### src/hdl/mpq_pkg.sv
`default_nettype none
// ----------------------------------------------------------------------------
// mpq_pkg : shared types and codes for the priority queue
// Beat payloads, cell entry type, cell command codes and status codes.
// ----------------------------------------------------------------------------
package mpq_pkg;

	localparam int VALUE_W = 32;
	localparam int PRIO_W  = 8;
	localparam int STAT_W  = 2;
	localparam int FILL_W  = 4;

	localparam logic FUNC_INSERT = 1'b0;
	localparam logic FUNC_REMOVE = 1'b1;

	localparam logic [STAT_W-1:0] ST_OK    = 2'd0;
	localparam logic [STAT_W-1:0] ST_FULL  = 2'd1;
	localparam logic [STAT_W-1:0] ST_EMPTY = 2'd2;

	typedef struct packed {
		logic                      func;
		logic signed [VALUE_W-1:0] in_value;
		logic        [PRIO_W-1:0]  in_priority;
	} req_item_t;

	typedef struct packed {
		logic        [STAT_W-1:0]  status;
		logic signed [VALUE_W-1:0] out_value;
		logic        [PRIO_W-1:0]  out_priority;
		logic        [FILL_W-1:0]  fill_level;
	} rsp_item_t;

	typedef struct packed {
		logic signed [VALUE_W-1:0] value;
		logic        [PRIO_W-1:0]  prio;
	} entry_t;

	// hold, append at tail, pop head and requeue at tail, pop head and drop
	typedef enum logic [1:0] {
		CELL_HOLD   = 2'd0,
		CELL_INSERT = 2'd1,
		CELL_RECIRC = 2'd2,
		CELL_DROP   = 2'd3
	} cell_op_t;

endpackage
`default_nettype wire

### src/hdl/mpq_if.sv
`default_nettype none
// ----------------------------------------------------------------------------
// mpq_if : request and response channels
// Valid/ready channels; a beat moves when valid and ready are both high.
// ----------------------------------------------------------------------------
interface mpq_req_if;
	logic               valid;
	logic               ready;
	mpq_pkg::req_item_t item;

	modport source (output valid, output item, input ready);
	modport sink (input valid, input item, output ready);
endinterface

interface mpq_rsp_if;
	logic               valid;
	logic               ready;
	mpq_pkg::rsp_item_t item;

	modport source (output valid, output item, input ready);
	modport sink (input valid, input item, output ready);
endinterface
`default_nettype wire

### src/hdl/mpq_cell.sv
`default_nettype none
// ----------------------------------------------------------------------------
// mpq_cell : one queue slot
// Holds one entry and its valid bit. Shifts from the next cell toward the
// head, takes the head entry when it is the tail, or loads a new entry.
// ----------------------------------------------------------------------------
module mpq_cell (
	input  wire logic              clk,
	input  wire logic              arst_n,
	input  wire mpq_pkg::cell_op_t op,
	input  wire mpq_pkg::entry_t   ins_entry,
	input  wire mpq_pkg::entry_t   head_entry,
	input  wire mpq_pkg::entry_t   next_entry,
	input  wire logic              next_valid,
	input  wire logic              prev_valid,
	output mpq_pkg::entry_t        entry,
	output logic                   valid
);

	mpq_pkg::entry_t entry_q;
	logic            valid_q;

	always_ff @(posedge clk or negedge arst_n) begin
		if (!arst_n) begin
			valid_q <= 1'b0;
		end else begin
			case (op)
				mpq_pkg::CELL_INSERT: begin
					if (!valid_q && prev_valid) begin
						valid_q <= 1'b1;
					end
				end
				mpq_pkg::CELL_DROP: begin
					if (!next_valid) begin
						valid_q <= 1'b0;
					end
				end
				default: begin
				end
			endcase
		end
	end

	always_ff @(posedge clk) begin
		case (op)
			mpq_pkg::CELL_INSERT: begin
				if (!valid_q && prev_valid) begin
					entry_q <= ins_entry;
				end
			end
			mpq_pkg::CELL_RECIRC: begin
				if (next_valid) begin
					entry_q <= next_entry;
				end else if (valid_q) begin
					entry_q <= head_entry;
				end
			end
			mpq_pkg::CELL_DROP: begin
				if (next_valid) begin
					entry_q <= next_entry;
				end
			end
			default: begin
			end
		endcase
	end

	assign entry = entry_q;
	assign valid = valid_q;

endmodule
`default_nettype wire

### src/hdl/max_priority_queue_fifo_ties_unit.sv
`default_nettype none
// ----------------------------------------------------------------------------
// max_priority_queue_fifo_ties_unit : bounded priority queue, FIFO on ties
// Entries sit in a row of cells in arrival order; remove serves the oldest
// entry of the highest priority.
//
//   channel | dir | beat payload
//   --------+-----+---------------------------------------------------
//   req     | in  | func, in_value, in_priority
//   rsp     | out | status, out_value, out_priority, fill_level
//
// Insert, full insert and empty remove: result registered in the cycle after
// the request beat. Remove from a non-empty queue: a scan rotates the row one
// cell per cycle past the head until every entry has passed it once, then the
// result is registered. Reset empties the queue at once. req.ready is low
// during a scan and while an unaccepted result sits in the output register.
// ----------------------------------------------------------------------------
module max_priority_queue_fifo_ties_unit #(
	parameter int DEPTH = 8
) (
	input wire logic clk,
	input wire logic arst_n,
	mpq_req_if.sink  req,
	mpq_rsp_if.source rsp
);

	localparam int CW     = $clog2(DEPTH + 1);
	localparam int FILL_W = mpq_pkg::FILL_W;
	localparam int PW     = mpq_pkg::PRIO_W;

	typedef enum logic [1:0] {
		S_IDLE = 2'b01,
		S_SCAN = 2'b10
	} state_t;

	state_t             state_q;
	logic [CW-1:0]      count_q;
	logic [CW-1:0]      steps_q;
	logic [PW-1:0]      highest_q;
	logic [PW-1:0]      runmax_q;
	logic               found_q;
	mpq_pkg::entry_t    cap_q;
	logic               rsp_valid_q;
	mpq_pkg::rsp_item_t rsp_item_q;

	mpq_pkg::entry_t    cell_entry [DEPTH];
	logic [DEPTH-1:0]   cell_valid;
	mpq_pkg::cell_op_t  cell_op;
	mpq_pkg::entry_t    ins_entry;
	mpq_pkg::entry_t    head;

	logic               accept;
	logic               is_insert;
	logic               full;
	logic               empty;
	logic               head_match;
	logic               last_step;
	logic               rsp_load;
	logic [PW-1:0]      final_max;

	assign head      = cell_entry[0];
	assign accept    = req.valid && req.ready;
	assign is_insert = req.item.func == mpq_pkg::FUNC_INSERT;
	assign full      = count_q == CW'(DEPTH);
	assign empty     = count_q == '0;
	assign head_match = !found_q && (head.prio == highest_q);
	assign last_step = (state_q == S_SCAN) && (steps_q == CW'(1));
	assign rsp_load  = ((state_q == S_IDLE) && accept && (is_insert || empty)) || last_step;
	assign final_max = (head_match || head.prio <= runmax_q) ? runmax_q : head.prio;

	assign ins_entry.value = req.item.in_value;
	assign ins_entry.prio  = req.item.in_priority;

	assign req.ready = (state_q == S_IDLE) && (!rsp_valid_q || rsp.ready);
	assign rsp.valid = rsp_valid_q;
	assign rsp.item  = rsp_item_q;

	always_comb begin
		cell_op = mpq_pkg::CELL_HOLD;
		if (state_q == S_SCAN) begin
			cell_op = head_match ? mpq_pkg::CELL_DROP : mpq_pkg::CELL_RECIRC;
		end else if (accept && is_insert && !full) begin
			cell_op = mpq_pkg::CELL_INSERT;
		end
	end

	for (genvar i = 0; i < DEPTH; i++) begin : g_cell
		mpq_pkg::entry_t next_entry;
		logic            next_valid;
		logic            prev_valid;

		if (i == DEPTH - 1) begin : g_tail
			assign next_entry = cell_entry[i];
			assign next_valid = 1'b0;
		end else begin : g_mid
			assign next_entry = cell_entry[i+1];
			assign next_valid = cell_valid[i+1];
		end

		if (i == 0) begin : g_head
			assign prev_valid = 1'b1;
		end else begin : g_rest
			assign prev_valid = cell_valid[i-1];
		end

		mpq_cell u_cell (
			.clk        (clk),
			.arst_n     (arst_n),
			.op         (cell_op),
			.ins_entry  (ins_entry),
			.head_entry (head),
			.next_entry (next_entry),
			.next_valid (next_valid),
			.prev_valid (prev_valid),
			.entry      (cell_entry[i]),
			.valid      (cell_valid[i])
		);
	end

	always_ff @(posedge clk or negedge arst_n) begin
		if (!arst_n) begin
			state_q     <= S_IDLE;
			count_q     <= '0;
			steps_q     <= '0;
			highest_q   <= '0;
			found_q     <= 1'b0;
			rsp_valid_q <= 1'b0;
		end else begin
			if (rsp_load) begin
				rsp_valid_q <= 1'b1;
			end else if (rsp.ready) begin
				rsp_valid_q <= 1'b0;
			end
			unique case (state_q)
				S_IDLE: begin
					if (accept) begin
						if (is_insert) begin
							if (!full) begin
								count_q <= count_q + CW'(1);
								if (req.item.in_priority > highest_q) begin
									highest_q <= req.item.in_priority;
								end
							end
						end else if (!empty) begin
							state_q <= S_SCAN;
							steps_q <= count_q;
							found_q <= 1'b0;
						end
					end
				end
				S_SCAN: begin
					steps_q <= steps_q - CW'(1);
					if (head_match) begin
						found_q <= 1'b1;
					end
					if (last_step) begin
						state_q   <= S_IDLE;
						count_q   <= count_q - CW'(1);
						highest_q <= final_max;
					end
				end
				default: begin
					state_q <= S_IDLE;
				end
			endcase
		end
	end

	always_ff @(posedge clk) begin
		if (state_q == S_IDLE && accept) begin
			runmax_q <= '0;
			rsp_item_q.out_value    <= '0;
			rsp_item_q.out_priority <= '0;
			if (is_insert) begin
				if (full) begin
					rsp_item_q.status     <= mpq_pkg::ST_FULL;
					rsp_item_q.fill_level <= FILL_W'(count_q);
				end else begin
					rsp_item_q.status     <= mpq_pkg::ST_OK;
					rsp_item_q.fill_level <= FILL_W'(count_q + CW'(1));
				end
			end else begin
				rsp_item_q.status     <= mpq_pkg::ST_EMPTY;
				rsp_item_q.fill_level <= FILL_W'(count_q);
			end
		end
		if (state_q == S_SCAN) begin
			if (head_match) begin
				cap_q <= head;
			end else if (head.prio > runmax_q) begin
				runmax_q <= head.prio;
			end
			if (last_step) begin
				rsp_item_q.status       <= mpq_pkg::ST_OK;
				rsp_item_q.out_value    <= head_match ? head.value : cap_q.value;
				rsp_item_q.out_priority <= head_match ? head.prio : cap_q.prio;
				rsp_item_q.fill_level   <= FILL_W'(count_q - CW'(1));
			end
		end
	end

	a_count_bound: assert property (@(posedge clk) disable iff (!arst_n)
		count_q <= CW'(DEPTH))
		else $error("entry count above depth");

	a_valid_matches_count: assert property (@(posedge clk) disable iff (!arst_n)
		state_q == S_IDLE |-> CW'($countones(cell_valid)) == count_q)
		else $error("occupied cells disagree with entry count");

	a_scan_finds_max: assert property (@(posedge clk) disable iff (!arst_n)
		last_step |-> (found_q || head_match))
		else $error("scan ended without a highest-priority entry");

	a_scan_head_valid: assert property (@(posedge clk) disable iff (!arst_n)
		state_q == S_SCAN |-> cell_valid[0])
		else $error("scan with empty head cell");

endmodule
`default_nettype wire

### src/flat_wrapper.sv
// flat-port wrapper written by rule: the top's interface ports become plain ports
module max_priority_queue_fifo_ties_unit_flat 
#(
	parameter int DEPTH = 8
)
  (clk, arst_n, req_valid, req_item, req_ready, rsp_valid, rsp_item, rsp_ready);
  mpq_req_if req_i ();
  mpq_rsp_if rsp_i ();
  input wire logic clk;
  input wire logic arst_n;
  input wire logic [$bits(req_i.valid)-1:0] req_valid;
  input wire logic [$bits(req_i.item)-1:0] req_item;
  output wire logic [$bits(req_i.ready)-1:0] req_ready;
  output wire logic [$bits(rsp_i.valid)-1:0] rsp_valid;
  output wire logic [$bits(rsp_i.item)-1:0] rsp_item;
  input wire logic [$bits(rsp_i.ready)-1:0] rsp_ready;
  assign req_i.valid = req_valid;
  assign req_i.item = req_item;
  assign req_ready = req_i.ready;
  assign rsp_valid = rsp_i.valid;
  assign rsp_item = rsp_i.item;
  assign rsp_i.ready = rsp_ready;
  max_priority_queue_fifo_ties_unit #(.DEPTH(DEPTH)) u_core (.clk(clk), .arst_n(arst_n), .req(req_i), .rsp(rsp_i));
endmodule
### config.mk
export PLATFORM = sky130hd
export DESIGN_NAME = max_priority_queue_fifo_ties_unit_flat
export DESIGN_NICKNAME = d
export VERILOG_FILES = /design/src/hdl/mpq_pkg.sv /design/src/hdl/mpq_if.sv /design/src/hdl/mpq_cell.sv /design/src/hdl/max_priority_queue_fifo_ties_unit.sv /design/src/flat_wrapper.sv
export SDC_FILE = /design/constraint.sdc
export NUM_CORES = 1
export LEC_CHECK = 0
export BUFFER_PORTS_ARGS = -buffer_cell sky130_fd_sc_hd__buf_2
export CORE_MARGIN = 10
export CORE_UTILIZATION = 55
export CTS_BUF_LIST = sky130_fd_sc_hd__clkbuf_16
export CTS_CLUSTER_SIZE = 24
export DETAILED_ROUTE_END_ITERATION = 8
export PLACE_DENSITY = 0.7
export SYNTH_ARGS = -nofsm -noshare
export SYNTH_HDL_FRONTEND = slang
export SYNTH_SLANG_ARGS = --single-unit
export TNS_END_PERCENT = 50
### constraint.sdc
create_clock -name clk -period 5.9 [get_ports clk]
set_input_delay 0.295 -clock clk [delete_from_list [all_inputs] [get_ports clk]]
set_output_delay 0.295 -clock clk [all_outputs]
set_load 0.1 [all_outputs]
==> out/metrics.yaml <==
routing:
  routed_wl_um: 47820
  top_layer_used: "met4"
  vias_per_cell: 5.999
  wl_met1_um: 20950
  drt_iter0_drc: 1203
  wl_met3_um: 2832
  post-route-drc-count: 0
  drt_pass1_iterations: 6
  dr_total_vias: 12964
  wl_per_cell_um: 22.13
  drtAntennaViolNets: 0
  routed-wl-met2_um: 23230
hold_path:
  min_delay_path_depth: 2
  hold_class: "input port to register"
  whs_endpoint: "u_core.g_cell[7].u_cell.entry[31]"
  worstHoldStart: "req_item[31]"
place:
  preCtsSetupSlack_ns: 2.334
  dpl.cell_count: 2074
  port_buffers: 92
  gp_congestion: 0.8123
  dp_hpwl_um: 26340
  placed_area_sq_mm: 0.02116
logic_synthesis:
  synthSimpleGateAreaFrac_pct: 6.119
  synth_compound_area_share_pct: 9.945
  synth_xor_area_share_pct: 0.4707
  synth_most_common_cell: "edfxtp_1"
  synthAdderAreaFrac_pct: 1.406
  synth.top_cell.area_share_pct: 52.81
  async_flop_share_pct: 6.335
  yosysWarnings: 0
  synth_edf_count: 360
  synth_cell_types: 56
  synth_top_family_by_area: "multiplexers"
  synthFlopType: "edfxtp_1"
  synth_mux_area_share_pct: 16.67
  syn-num-nets: 1700
  synth_area_leaders: "edfxtp_1 (53%), mux2i_1 (15%), o21ai_0 (7.7%)"
  synth-seq-cells: 442
  netlist_instances: 1632
  synthesis.area_sq_mm: 0.02047
  synth_top_area_cell: "edfxtp_1"
  syn_avg_cell_area_sq_um: 12.54
  ys_seq_area_share_pct: 61.52
  synthTopCellsByCount: "edfxtp_1 (360), o21ai_0 (313), mux2i_1 (297), nand2_1 (154), clkbuf_1 (91)"
clock_tree:
  cts_htree_levels: 2
  post_cts_buffers: 0
  clk_latency_ns: 0.58
  cts_tree: "yes"
  clock-sinks: 442
  clk_pin_slew_ns: 0.06
  clock-root-buffer: "clkbuf_16"
  ctsResizeCount: 0
  clock_path_buffers: 3
  numCtsBuffers: 47
  ctsHoldBuffers: 1
timing:
  fin_ws_ns: 2.304
  setup-violations-final: 0
  final_max_slew_viol_count: 0
  max_slew.worst_pin.slew_ns: 1.151
  fmax_mhz: 278.1
  tns_ns: 0
  timing.slew.headroom_pct: 23.27
  whs_ns: 0.03538
  rsz0062_at_grt: "no"
  skew_ns: 0.01758
  finalCritPeriodShare_pct: 60.94
  min_period_ns: 3.596
  hold_viol: 0
run:
  maxCapViolations: 0
floorplan:
  fp.dieH_um: 212.9
  dieArea_sq_mm: 0.04533
  std_cell_rows: 70
  dieWidth_um: 212.9
  start_util_pct: 55.78
  core_area_sq_mm: 0.03670
  io_pins: 93
pwr:
  clkPwrFrac_pct: 32.2
  seqPwrFrac_pct: 47.9
  power.density_mw_per_mm2: 371.5
  switching_share_pct: 30.53
  leakagePower_nw: 7.786
  combPwrFrac_pct: 19.8
  ir_drop_uv: 266.4
  cell_internal_pwr_w: 0.005822
  switchingPower_w: 0.002559
worst_setup_path:
  r2r_cells: 6
  required_ns: 6.13
  cp-start-kind: "register"
  regToRegStartpoint: "u_core.state_q[0]"
  worst_setup_path_end_kind: "register"
  ff2ff_setup_slack_ns: 2.30
  critical_path.max_fanout: 26
  worst-setup-path-type: "register to register"
  critPathArrivalTime_ns: 3.82
  r2r-end: "u_core.g_cell[1].u_cell.entry[32]"
global_route:
  grt_usage_pct: 21.26
  antenna_found_initial: 0
  grt_overflow: 0
  grt_max_degree: 122
  first_global_vias: 12760
  grt_first_pass_wirelength_um: 75240
final_layout:
  fill_cells: 2892
  areaGrowthSynthToFinish_pct: 10.21
  design_area_sq_mm: 0.02256
  seqCellArea_sq_mm: 0.01259
  nNetsFinal: 1724
  drive_gt1_share_pct: 14.12
  stdcell_count: 2161
  diodes: 0
  multi_input_area_sq_mm: 0.007253
status:
  status: "finished, final reports clean"
-- kinds of logic (layout without fill, tap and decap cells) --
| group | count (synthesis) | in the layout |
|---|---|---|
| muxes | 336 | 336 |
| AOI/OAI and AO/OA | 387 | 387 |
| adders and majority gates | 23 | 23 |
| DFF | 442 | 442 |
| xor gates and xnor gates | 11 | 11 |
| buffers and inverters | 165 | 226 |
| and+or+nand+nor | 268 | 268 |
-- per-stage QoR --
step	util (%)	total power, W
final	61.47	0.008381
after global routing	61.47	0.008750
after CTS	61.47	0.008440
after detailed placement	57.67	0.005746
after global placement	57.67	0.005682
after floorplan	-	0.005265
-- area by class of cell --
class	instances	share of cell area (%)
timing repair buffer	115	2.873
tap	468	2.596
multi-input combinational	1025	32.15
clock inverter	39	0.9262
sequential	442	55.82
inverter	25	0.4160
clock buffer	47	5.214
-- critical path, cell delays in order (launching register included) --
cell and delay, ns:
dfstp_2 0.53, ha_1 0.31, nand3_1 0.37, nor2_1 0.86
nand4_1 0.29, o21ai_4 0.35, buf_4 0.50
-- state kept, by name (all words and copies together), names as in the netlist, 2 cells and up --
name,cells
u_core.g_cell.u_cell.valid,8
u_core.rsp.item,46
u_core.cap_q,40
u_core.runmax_q,8
u_core.state_q,2
u_core.highest_q,8
u_core.steps_q,4
u_core.count_q,4
u_core.g_cell.u_cell.entry,320
-- power by group through the flow --
stage / clock network (W) / registers [W] / logic [W]
final: 0.00270 / 0.00402 / 0.00166
after global routing: 0.00287 / 0.00405 / 0.00183
after CTS: 0.00275 / 0.00401 / 0.00167
after detailed placement: 0 / 0.00408 / 0.00167
after global placement: 0 / 0.00407 / 0.00161
after floorplan: 0 / 0.00418 / 0.00109
-- metal layers --
layer,vias to the layer above,track usage (%)
met5,-,0
met4,0,5.441
met3,60,3.358
met2,375,34.67
met1,6475,29.12
li1,6054,-
-- cell usage in the layout (no fill, tap or decap), types with 2 or more instances in the layout --
master / synthesis / routed
clkinv_1: 0 / 18
dfrtp_1: 27 / 27
nor2b_1: 6 / 6
nand3_1: 11 / 10
and3_1: 3 / 3
and4_1: 2 / 2
and2_1: 4 / 4
buf_2: 14 / 92
o22ai_1: 4 / 4
a211oi_1: 4 / 4
nor2_1: 23 / 21
buf_4: 21 / 21
mux2_2: 39 / 39
a21o_1: 3 / 3
o21ai_1: 8 / 8
inv_1: 25 / 36
mux2i_1: 297 / 297
nand4_1: 3 / 3
o31ai_1: 8 / 8
ha_1: 23 / 22
xnor2_1: 3 / 3
clkinv_2: 0 / 5
nor3_1: 4 / 4
a21oi_1: 30 / 29
o21ai_0: 313 / 306
xor2_1: 8 / 8
nand2b_1: 42 / 42
a31oi_1: 3 / 3
edfxtp_1: 360 / 360
clkbuf_16: 0 / 47
dfxtp_1: 54 / 54
nand2_1: 154 / 152
nor2_4: 0 / 8
o211ai_1: 4 / 4
o21ai_4: 0 / 7
-- how the worst max path moves through the flow --
stage / from / endpoint / slack, ns / cells past startpoint
6_report: u_core.state_q[0] / u_core.g_cell[1].u_cell.entry[32] / 2.30 / 6
5_1_grt: u_core.state_q[0] / u_core.g_cell[1].u_cell.entry[23] / 2.09 / 6
4_1_cts: u_core.state_q[0] / u_core.g_cell[1].u_cell.entry[4] / 2.33 / 6
3_5_place_dp: u_core.state_q[0] / u_core.g_cell[1].u_cell.entry[35] / 2.33 / 6
3_3_place_gp: u_core.state_q[0] / u_core.g_cell[1].u_cell.entry[35] / 2.44 / 6
2_1_floorplan: u_core.g_cell[0].u_cell.entry[0] / u_core.g_cell[2].u_cell.entry[0] / 1.28 / 7
Note: power is estimated with default switching activity, not from simulation.
